File: src/hw/rtl/kars_pkg.sv
// Shared types and constants for the key auto-repeat scanner.
package kars_pkg;

	// Field widths fixed by the item format.
	localparam int KEY_W   = 6;
	localparam int TIME_W  = 32;
	localparam int DELAY_W = 16;
	localparam int KIND_W  = 2;
	localparam int CFG_IDX_W = 2;

	// Input op codes as carried on the slave tuser.
	localparam logic [1:0] OP_PRESS   = 2'd0;
	localparam logic [1:0] OP_RELEASE = 2'd1;
	localparam logic [1:0] OP_TICK    = 2'd2;

	// Event kinds as carried on the master tuser.
	localparam logic [KIND_W-1:0] EVT_PRESS   = 2'd0;
	localparam logic [KIND_W-1:0] EVT_REPEAT  = 2'd1;
	localparam logic [KIND_W-1:0] EVT_RELEASE = 2'd2;

	// Configuration register indexes.
	localparam logic [CFG_IDX_W-1:0] CFG_REPEAT_ENABLE = 2'd0;
	localparam logic [CFG_IDX_W-1:0] CFG_INITIAL_DELAY = 2'd1;
	localparam logic [CFG_IDX_W-1:0] CFG_REPEAT_DELAY  = 2'd2;

	// Reset values of the configuration registers.
	localparam logic [DELAY_W-1:0] INITIAL_DELAY_RST = 16'd300;
	localparam logic [DELAY_W-1:0] REPEAT_DELAY_RST  = 16'd100;

	// Command classes handed from the front to the back.
	typedef enum logic [1:0] {
		CMD_PRESS,
		CMD_RELEASE,
		CMD_TICK
	} cmd_kind_t;

	typedef struct packed {
		cmd_kind_t          kind;
		logic [KEY_W-1:0]   key;
		logic               in_range;
		logic [TIME_W-1:0]  time_ms;
	} cmd_t;

	typedef struct packed {
		logic [KIND_W-1:0] kind;
		logic [KEY_W-1:0]  key;
		logic              last;
	} evt_t;

	typedef struct packed {
		logic               repeat_enable;
		logic [DELAY_W-1:0] initial_delay_ms;
		logic [DELAY_W-1:0] repeat_delay_ms;
	} cfg_t;

	typedef enum logic [1:0] {
		ENG_IDLE,
		ENG_PRIME,
		ENG_SCAN,
		ENG_FLUSH
	} eng_state_t;

endpackage

File: src/hw/rtl/kars_front.sv
// Input side: accepts items and classifies them into commands.
module kars_front #(
	parameter int KEY_COUNT = 64
) (
	input  logic                       clk,
	input  logic                       arst_n,
	input  logic                       s_tvalid,
	output logic                       s_tready,
	input  logic [1:0]                 s_tuser,  // op
	input  logic [39:0]                s_tdata,  // key_code, time_ms, zero pad
	input  logic                       q_full,
	output logic                       q_push,
	output kars_pkg::cmd_t             q_cmd
);
	import kars_pkg::*;

	logic            accept;
	logic [KEY_W:0]  key_ext;

	// Items are taken whenever the queue has room.
	assign s_tready = !q_full;
	assign accept   = s_tvalid && s_tready;

	// Decode the op; the unused code is accepted and dropped here.
	always_comb begin
		key_ext          = {1'b0, s_tdata[KEY_W-1:0]};
		q_cmd.key        = s_tdata[KEY_W-1:0];
		q_cmd.time_ms    = s_tdata[KEY_W+TIME_W-1:KEY_W];
		q_cmd.in_range   = key_ext < (KEY_W+1)'(KEY_COUNT);
		q_cmd.kind       = CMD_TICK;
		q_push           = 1'b0;
		unique case (s_tuser)
			OP_PRESS: begin
				q_cmd.kind = CMD_PRESS;
				q_push     = accept;
			end
			OP_RELEASE: begin
				q_cmd.kind = CMD_RELEASE;
				q_push     = accept;
			end
			OP_TICK: begin
				q_cmd.kind = CMD_TICK;
				q_push     = accept;
			end
			default: begin
				q_push     = 1'b0;
			end
		endcase
	end

`ifndef NO_ASSERTIONS
	// A command is only queued when an item was actually taken.
	assert property (@(posedge clk) disable iff (!arst_n) q_push |-> s_tvalid && !q_full)
		else $error("front pushed without an accepted item");
`endif

endmodule

File: src/hw/rtl/kars_cmd_fifo.sv
// Two-entry command queue between the front and the back.
module kars_cmd_fifo (
	input  logic            clk,
	input  logic            arst_n,
	input  logic            push,
	input  kars_pkg::cmd_t  push_cmd,
	output logic            full,
	input  logic            pop,
	output logic            cmd_valid,
	output kars_pkg::cmd_t  cmd
);
	import kars_pkg::*;

	cmd_t       slot_q [2];
	logic       wr_ptr_q;
	logic       rd_ptr_q;
	logic [1:0] count_q;

	assign full      = count_q == 2'd2;
	assign cmd_valid = count_q != 2'd0;
	assign cmd       = slot_q[rd_ptr_q];

	// Entry storage carries no reset.
	always_ff @(posedge clk) begin
		if (push) begin
			slot_q[wr_ptr_q] <= push_cmd;
		end
	end

	// Pointers and fill count.
	always_ff @(posedge clk or negedge arst_n) begin
		if (!arst_n) begin
			wr_ptr_q <= 1'b0;
			rd_ptr_q <= 1'b0;
			count_q  <= 2'd0;
		end else begin
			if (push) begin
				wr_ptr_q <= !wr_ptr_q;
			end
			if (pop) begin
				rd_ptr_q <= !rd_ptr_q;
			end
			count_q <= count_q + {1'b0, push} - {1'b0, pop};
		end
	end

`ifndef NO_ASSERTIONS
	assert property (@(posedge clk) disable iff (!arst_n) pop |-> cmd_valid)
		else $error("command queue popped while empty");
	assert property (@(posedge clk) disable iff (!arst_n) push |-> !full)
		else $error("command queue pushed while full");
	assert property (@(posedge clk) disable iff (!arst_n) count_q != 2'd3)
		else $error("command queue count out of range");
`endif

endmodule

File: src/hw/rtl/kars_engine.sv
// Back side: per-key state, press/release handling, and the repeat scan.
module kars_engine #(
	parameter int KEY_COUNT = 64
) (
	input  logic            clk,
	input  logic            arst_n,
	input  kars_pkg::cfg_t  cfg,
	input  logic            cmd_valid,
	input  kars_pkg::cmd_t  cmd,
	output logic            cmd_pop,
	output logic            out_valid,
	input  logic            out_ready,
	output kars_pkg::evt_t  out_evt
);
	import kars_pkg::*;

	localparam int IW = $clog2(KEY_COUNT);

	eng_state_t              state_q, state_d;
	logic [KEY_COUNT-1:0]    held_q, resolved_q, repeating_q;
	logic [TIME_W-1:0]       time_mem [KEY_COUNT];
	logic [TIME_W-1:0]       rd_data_q;
	logic [IW-1:0]           rd_addr;
	logic                    mem_we;
	logic [IW-1:0]           mem_wa;
	logic [TIME_W-1:0]       mem_wd;
	logic [IW-1:0]           idx_q;
	logic [TIME_W-1:0]       now_q;
	logic                    pend_vld_q;
	logic [IW-1:0]           pend_key_q;
	logic                    out_vld_q;
	evt_t                    out_q;

	logic                    out_free;
	logic [IW-1:0]           cmd_slot;
	logic                    cmd_held;
	logic                    slot_held, slot_res, slot_rep;
	logic [TIME_W-1:0]       elapsed;
	logic [DELAY_W-1:0]      delay;
	logic                    fire;
	logic                    last_slot;
	logic                    advance;
	logic                    out_load;
	evt_t                    out_d;
	logic                    press_set, rel_clr, res_set, rep_set;
	logic                    pend_load, pend_clr;

	assign out_valid = out_vld_q;
	assign out_evt   = out_q;
	assign out_free  = !out_vld_q || out_ready;

	// Slot lookups for the command and the scan.
	assign cmd_slot  = cmd.key[IW-1:0];
	assign cmd_held  = held_q[cmd_slot];
	assign slot_held = held_q[idx_q];
	assign slot_res  = resolved_q[idx_q];
	assign slot_rep  = repeating_q[idx_q];
	assign delay     = slot_rep ? cfg.repeat_delay_ms : cfg.initial_delay_ms;
	assign elapsed   = now_q - rd_data_q;
	assign fire      = slot_held && slot_res &&
		(elapsed >= {{(TIME_W-DELAY_W){1'b0}}, delay});
	assign last_slot = idx_q == IW'(KEY_COUNT - 1);

	// Next state.
	always_comb begin
		state_d = state_q;
		unique case (state_q)
			ENG_IDLE: begin
				if (cmd_valid && cmd.kind == CMD_TICK && cfg.repeat_enable) begin
					state_d = ENG_PRIME;
				end
			end
			ENG_PRIME: begin
				state_d = ENG_SCAN;
			end
			ENG_SCAN: begin
				if (advance && last_slot) begin
					state_d = ENG_FLUSH;
				end
			end
			ENG_FLUSH: begin
				if (!pend_vld_q || out_free) begin
					state_d = ENG_IDLE;
				end
			end
			default: begin
				state_d = ENG_IDLE;
			end
		endcase
	end

	// Control outputs of the sequencer.
	always_comb begin
		cmd_pop   = 1'b0;
		out_load  = 1'b0;
		out_d     = '{kind: EVT_REPEAT, key: KEY_W'(pend_key_q), last: 1'b1};
		press_set = 1'b0;
		rel_clr   = 1'b0;
		res_set   = 1'b0;
		rep_set   = 1'b0;
		pend_load = 1'b0;
		pend_clr  = 1'b0;
		advance   = 1'b0;
		mem_we    = 1'b0;
		mem_wa    = idx_q;
		mem_wd    = now_q;
		rd_addr   = idx_q;
		unique case (state_q)
			ENG_IDLE: begin
				if (cmd_valid) begin
					unique case (cmd.kind)
						CMD_PRESS: begin
							if (cmd.in_range && !cmd_held) begin
								if (out_free) begin
									cmd_pop   = 1'b1;
									out_load  = 1'b1;
									out_d     = '{kind: EVT_PRESS, key: cmd.key, last: 1'b1};
									press_set = 1'b1;
									mem_we    = 1'b1;
									mem_wa    = cmd_slot;
									mem_wd    = cmd.time_ms;
								end
							end else begin
								cmd_pop = 1'b1;
							end
						end
						CMD_RELEASE: begin
							if (out_free) begin
								cmd_pop  = 1'b1;
								out_load = 1'b1;
								out_d    = '{kind: EVT_RELEASE, key: cmd.key, last: 1'b1};
								rel_clr  = cmd.in_range;
							end
						end
						default: begin
							cmd_pop = 1'b1;
						end
					endcase
				end
			end
			ENG_PRIME: begin
				rd_addr = '0;
			end
			ENG_SCAN: begin
				// A new repeat displaces the pending one into the output register.
				if (!(fire && pend_vld_q && !out_free)) begin
					advance = 1'b1;
					if (fire) begin
						mem_we    = 1'b1;
						rep_set   = 1'b1;
						pend_load = 1'b1;
						if (pend_vld_q) begin
							out_load = 1'b1;
							out_d    = '{kind: EVT_REPEAT, key: KEY_W'(pend_key_q), last: 1'b0};
						end
					end
					if (slot_held && !slot_res) begin
						res_set = 1'b1;
					end
				end
				rd_addr = advance ? (last_slot ? '0 : idx_q + 1'b1) : idx_q;
			end
			ENG_FLUSH: begin
				// The last repeat of a tick goes out marked last.
				if (pend_vld_q && out_free) begin
					out_load = 1'b1;
					pend_clr = 1'b1;
				end
			end
			default: begin
				cmd_pop = 1'b0;
			end
		endcase
	end

	// Time store: one write and one registered read per cycle.
	always_ff @(posedge clk) begin
		if (mem_we) begin
			time_mem[mem_wa] <= mem_wd;
		end
		rd_data_q <= time_mem[rd_addr];
	end

	// Tick time and pending key payload.
	always_ff @(posedge clk) begin
		if (state_q == ENG_IDLE && cmd_valid && cmd.kind == CMD_TICK) begin
			now_q <= cmd.time_ms;
		end
		if (pend_load) begin
			pend_key_q <= idx_q;
		end
		if (out_load) begin
			out_q <= out_d;
		end
	end

	// Control state and per-key flags.
	always_ff @(posedge clk or negedge arst_n) begin
		if (!arst_n) begin
			state_q     <= ENG_IDLE;
			held_q      <= '0;
			resolved_q  <= '0;
			repeating_q <= '0;
			idx_q       <= '0;
			pend_vld_q  <= 1'b0;
			out_vld_q   <= 1'b0;
		end else begin
			state_q <= state_d;
			if (press_set) begin
				held_q[cmd_slot]      <= 1'b1;
				resolved_q[cmd_slot]  <= 1'b0;
				repeating_q[cmd_slot] <= 1'b0;
			end
			if (rel_clr) begin
				held_q[cmd_slot] <= 1'b0;
			end
			if (res_set) begin
				resolved_q[idx_q] <= 1'b1;
			end
			if (rep_set) begin
				repeating_q[idx_q] <= 1'b1;
			end
			if (state_q == ENG_PRIME) begin
				idx_q <= '0;
			end else if (advance && !last_slot) begin
				idx_q <= idx_q + 1'b1;
			end
			if (pend_load) begin
				pend_vld_q <= 1'b1;
			end else if (pend_clr) begin
				pend_vld_q <= 1'b0;
			end
			if (out_load) begin
				out_vld_q <= 1'b1;
			end else if (out_ready) begin
				out_vld_q <= 1'b0;
			end
		end
	end

`ifndef NO_ASSERTIONS
	assert property (@(posedge clk) disable iff (!arst_n)
		pend_vld_q |-> (state_q == ENG_SCAN || state_q == ENG_FLUSH))
		else $error("pending repeat held outside a scan");
	assert property (@(posedge clk) disable iff (!arst_n)
		(out_load && !out_d.last) |-> state_q == ENG_SCAN)
		else $error("non-final event loaded outside a scan");
	assert property (@(posedge clk) disable iff (!arst_n)
		state_q == ENG_PRIME |=> state_q == ENG_SCAN)
		else $error("scan did not start after priming the time read");
	assert property (@(posedge clk) disable iff (!arst_n)
		out_load |-> out_free)
		else $error("output register overwritten while occupied");
`endif

endmodule

File: src/hw/rtl/key_auto_repeat_scanner.sv
// Top level of the key auto-repeat scanner: configuration and the front/queue/back chain.
//
//   channel  | direction | handshake         | payload
//   ---------+-----------+-------------------+-------------------------------------------
//   s_*      | in        | s_tvalid/s_tready | tuser op, tdata key_code and time_ms
//   m_*      | out       | m_tvalid/m_tready | tuser event_kind, tdata event_key, tlast
//   cfg_*    | in        | cfg_valid/cfg_ready | cfg_index register, cfg_data value
//
// A press or release is handled in the back end straight from the head of the two-entry queue.
// A tick with repeat enabled is taken from the queue, primes the time-store read, makes one
// time-store read per key slot, and then sends the final repeat of the scan, if there is one.
// A full output register stalls the back end; the queue keeps taking items until it fills.
// Reset clears the key flags and the queue; the time store needs no clearing pass.
module key_auto_repeat_scanner #(
	parameter int KEY_COUNT = 64
) (
	input  logic        clk,
	input  logic        arst_n,
	input  logic        s_tvalid,
	output logic        s_tready,
	input  logic [1:0]  s_tuser,     // op
	input  logic [39:0] s_tdata,     // key_code[5:0], time_ms[37:6], zero pad
	output logic        m_tvalid,
	input  logic        m_tready,
	output logic [1:0]  m_tuser,     // event_kind
	output logic [7:0]  m_tdata,     // event_key[5:0], zero pad
	output logic        m_tlast,
	input  logic        cfg_valid,
	output logic        cfg_ready,
	input  logic [1:0]  cfg_index,
	input  logic [15:0] cfg_data
);
	import kars_pkg::*;

	cfg_t  cfg_q;
	logic  q_full;
	logic  q_push;
	cmd_t  q_cmd;
	logic  cmd_valid;
	cmd_t  cmd;
	logic  cmd_pop;
	evt_t  evt;

	// Configuration registers; writes to unknown indexes are ignored.
	assign cfg_ready = 1'b1;
	always_ff @(posedge clk or negedge arst_n) begin
		if (!arst_n) begin
			cfg_q.repeat_enable    <= 1'b1;
			cfg_q.initial_delay_ms <= INITIAL_DELAY_RST;
			cfg_q.repeat_delay_ms  <= REPEAT_DELAY_RST;
		end else if (cfg_valid && cfg_ready) begin
			case (cfg_index)
				CFG_REPEAT_ENABLE: cfg_q.repeat_enable    <= cfg_data[0];
				CFG_INITIAL_DELAY: cfg_q.initial_delay_ms <= cfg_data;
				CFG_REPEAT_DELAY:  cfg_q.repeat_delay_ms  <= cfg_data;
				default: begin
				end
			endcase
		end
	end

	kars_front #(
		.KEY_COUNT (KEY_COUNT)
	) u_front (
		.clk      (clk),
		.arst_n   (arst_n),
		.s_tvalid (s_tvalid),
		.s_tready (s_tready),
		.s_tuser  (s_tuser),
		.s_tdata  (s_tdata),
		.q_full   (q_full),
		.q_push   (q_push),
		.q_cmd    (q_cmd)
	);

	kars_cmd_fifo u_fifo (
		.clk       (clk),
		.arst_n    (arst_n),
		.push      (q_push),
		.push_cmd  (q_cmd),
		.full      (q_full),
		.pop       (cmd_pop),
		.cmd_valid (cmd_valid),
		.cmd       (cmd)
	);

	kars_engine #(
		.KEY_COUNT (KEY_COUNT)
	) u_engine (
		.clk       (clk),
		.arst_n    (arst_n),
		.cfg       (cfg_q),
		.cmd_valid (cmd_valid),
		.cmd       (cmd),
		.cmd_pop   (cmd_pop),
		.out_valid (m_tvalid),
		.out_ready (m_tready),
		.out_evt   (evt)
	);

	// Output packing.
	assign m_tuser = evt.kind;
	assign m_tdata = {2'b00, evt.key};
	assign m_tlast = evt.last;

endmodule
File: config.mk
export PLATFORM = sky130hd
export DESIGN_NAME = key_auto_repeat_scanner
export DESIGN_NICKNAME = d
export VERILOG_FILES = /design/src/hw/rtl/kars_pkg.sv /design/src/hw/rtl/kars_front.sv /design/src/hw/rtl/kars_cmd_fifo.sv /design/src/hw/rtl/kars_engine.sv /design/src/hw/rtl/key_auto_repeat_scanner.sv
export SDC_FILE = /design/constraint.sdc
export NUM_CORES = 2
export LEC_CHECK = 0
export ABC_CLOCK_PERIOD_IN_PS = 14300
export CAP_MARGIN = 20
export CORE_MARGIN = 4
export CORE_UTILIZATION = 60
export DETAILED_ROUTE_END_ITERATION = 7
export DONT_BUFFER_PORTS = 1
export PLACE_DENSITY = 0.81
export SETUP_SLACK_MARGIN = 0.5
export SLEW_MARGIN = 20
export SYNTH_ARGS = -nofsm -noshare
export SYNTH_HDL_FRONTEND = slang
export SYNTH_HIERARCHICAL = 1
export SYNTH_SLANG_ARGS = --single-unit
File: constraint.sdc
create_clock -name clk -period 14.3 [get_ports clk]
set_input_delay 4.29 -clock clk [delete_from_list [all_inputs] [get_ports clk]]
set_output_delay 4.29 -clock clk [all_outputs]
set_load 0.1 [all_outputs]
==> flow_metrics.tcl <==
set metrics [dict create \
    outcome "finished with violations" \
    violations "DRC" \
    h-tree-depth 4 \
    crit_cells 29 \
    synth_ff_type "edfxtp_1" \
    dieWidth_um 414 \
    viasPerCell 7.34 \
    clkSinkCount 2448 \
    clkTransAtPathRegs_ns 0.06 \
    period_needed_ns 10.62 \
    crit_family "simple AND/OR/NAND/NOR gates" \
    ant_nets 0 \
    seq_area_frac_synth 0.727 \
    crit_top_cell "buf_4" \
    hp-start "u_engine/repeating_q[41]" \
    start_util 0.606 \
    cts.path.max_buffers 3 \
    cp-end-kind "flip-flop" \
    fp-row-count 148 \
    seq_area_mm2 0.0720 \
    synth_area_per_cell_um2 17.7 \
    drt_iter0_drc 11326 \
    power_density_mw_per_mm2 195 \
    required_ns 14.94 \
    dieArea_mm2 0.172 \
    portBuffers 0 \
    ctsResizeCount 0 \
    yosysTopAreaCellShare 0.660 \
    cts_buffers 224 \
    cts_tree "built" \
    area_growth_syn_to_layout_pct 10.7 \
    relSlewSlack 0.117 \
    synthCells 5598 \
    crit_fanout 41 \
    hold_viol_final 0 \
    cp-start-kind "flip-flop" \
    grt_max_degree 240 \
    max_freq_mhz 94.1 \
    worstReg2RegStart "u_engine/idx_q[2]" \
    async_reset_ff_frac 0.0976 \
    multiInputGateArea_mm2 0.0254 \
    yosysTopAreaCell "edfxtp_1" \
    grt_pass1_vias 58892 \
    track_usage 0.338 \
    path_buf_inv 4 \
    setup_ws_ns 3.68 \
    dp_hpwl_um 157000 \
    antenna_found_initial 21 \
    drc 1 \
    hold_path.class "reg2reg" \
    design.core.area_mm2 0.163 \
    rsz0062_at_grt "false" \
    design_area_mm2 0.110 \
    synth_commonest_cells "2177 x edfxtp_1, 554 x nand2_1, 444 x mux4_2" \
    hold_buffers 0 \
    finalSetupViolCount 0 \
    yosysWarningCount 6 \
    synth_area_mm2 0.0990 \
    max-vdd-ir-drop_mv 0.234 \
    r2r_end "u_engine/rd_data_q[0]" \
    die_y_um 414 \
    postCtsSetupBuffers 0 \
    power_leakage_nw 36.5 \
    crit_path_top_delay_cell "a2111oi_2" \
    min_period_over_period 0.743 \
    r2r_slack_ns 3.68 \
    ctsRootBufferMaster "clkbuf_16" \
    gr-total-overflow 0 \
    clock-skew-final_ns 0.0790 \
    cp_data_arrival_time_ns 11.26 \
    fin_util 0.671 \
    drive_gt1_frac 0.217 \
    routed_wl_um 292000 \
    synth.most_common_cell "edfxtp_1" \
    routed-via-count 59041 \
    slew_violations 0 \
    cp-startpoint "u_engine/idx_q[2]" \
    synth_cell_types 99 \
    synth-edff-count 2177 \
    synth.area.top_cells "edfxtp_1 66%, mux4_2 10%, dfrtp_1 5.8%" \
    ios 79 \
    place_area_mm2 0.102 \
    dr.pass1.iters 8 \
    fillCellCount 9698 \
    worst_pin_slew_ns 1.32 \
    holdPathStages 2 \
    worstRegToRegCells 29 \
    cap_violations 0 \
    crit_path_max_incr_delay_ns 1.13 \
    nNetsFinal 5782 \
    ys_seq_elements 2448 \
    hold_end "u_engine/repeating_q[41]" \
    path_class "reg2reg" \
    place_ws_ns 3.91 \
    tns_ns 0 \
    gp_congestion 0.944 \
    wire_per_inst_um 36.3 \
    grt_pass1_wl_um 420000 \
    insertion_delay_ns 0.91 \
]
==> final cells by class <==
class,count,area share
Inverter,51,0.00175
Timing Repair Buffer,204,0.0148
Clock inverter,148,0.0156
Tap cell,2175,0.0248
Multi-Input combinational cell,2733,0.232
Clock buffer,277,0.0540
Antenna cell,10,0.000228
Sequential cell,2448,0.657
==> layout by cell type (no fill, tap or decap), drive strengths merged, types with 19 or more instances in the layout <==
| cell type | instances |
|---|---|
| and2 | 19 |
| a32oi | 31 |
| mux2i | 112 |
| nand4 | 38 |
| dfrtp | 231 |
| nand2b | 21 |
| o211ai | 22 |
| a31oi | 49 |
| clkinv | 106 |
| inv | 55 |
| ha | 54 |
| nand2 | 555 |
| and3 | 28 |
| nor2 | 215 |
| a221oi | 64 |
| a2111oi | 21 |
| o21ai | 112 |
| o22ai | 20 |
| a21oi | 302 |
| nand3 | 74 |
| clkbuf | 278 |
| nor3 | 31 |
| edfxtp | 2177 |
| bufinv | 28 |
| a22o | 93 |
| nor2b | 19 |
| a22oi | 74 |
| buf | 203 |
| mux4 | 450 |
| mux2 | 128 |
| dfxtp | 32 |
==> where the power goes <==
| group | internal (W) | leakage, nW | switching [W] |
|---|---|---|---|
| registers | 0.00848 | 23.0 | 0.000243 |
| logic | 0.00247 | 9.78 | 0.00395 |
| clock network | 0.00347 | 3.71 | 0.00279 |
==> per-stage QoR <==
step	hold WS, ns	cells	total power, W
floorplan	0.423	5599	0.0135
global placement	0.461	7608	0.0148
detailed placement	0.470	7610	0.0150
CTS	0.484	8035	0.0213
global route	0.504	8036	0.0221
finish	0.483	8046	0.0214
==> logic make-up (layout without fill, tap and decap cells) <==
group | count (synthesis) | count (layout) | share of synthesized area
flip-flops | 2448 | 2448 | 0.727
AND/OR/NAND/NOR | 1068 | 1068 | 0.0480
AO/OA/AOI/OAI | 887 | 887 | 0.0600
multiplexers | 690 | 690 | 0.131
buffers and inverters | 418 | 680 | 0.0241
adder cells (fa/ha/maj) | 55 | 55 | 0.00703
XOR/XNOR | 29 | 29 | 0.00272
other | 3 | 14 | 0.000114
==> layer usage <==
metal,vias up,global-route usage,routed length (um)
met5,-,0,49
li1,22481,-,-
met3,1241,0.115,44100
met1,29530,0.432,93300
met2,5779,0.511,133000
met4,10,0.198,21400
==> worst max-delay path by stage <==
stage                               to  slack [ns]
4_1_cts         u_engine/rd_data_q[26]        3.81
6_report         u_engine/rd_data_q[0]        3.68
5_1_grt         u_engine/rd_data_q[16]        3.12
3_5_place_dp    u_engine/rd_data_q[16]        3.91
3_3_place_gp    u_engine/rd_data_q[16]        3.98
2_1_floorplan  u_engine/time_mem[0][0]        5.74
==> sequential cells by signal, summed over array words and instances, names as in the netlist, 9 cells and up <==
register / cells
u_engine/held_q: 64
u_fifo/slot_q: 82
u_engine/repeating_q: 64
u_engine/out_evt: 9
u_engine/resolved_q: 64
u_engine/rd_data_q: 32
u_engine/time_mem: 2048
u_engine/now_q: 32
cfg_q: 33
==> worst min-delay path: cells and delay by family, from the launching register on <==
kind | cells | cell delay [ns]
AO/OA/AOI/OAI | 1 | 0.06
flip-flops | 1 | 0.34
AND/OR/NAND/NOR | 1 | 0.04
(Power assumes the default switching activity.)
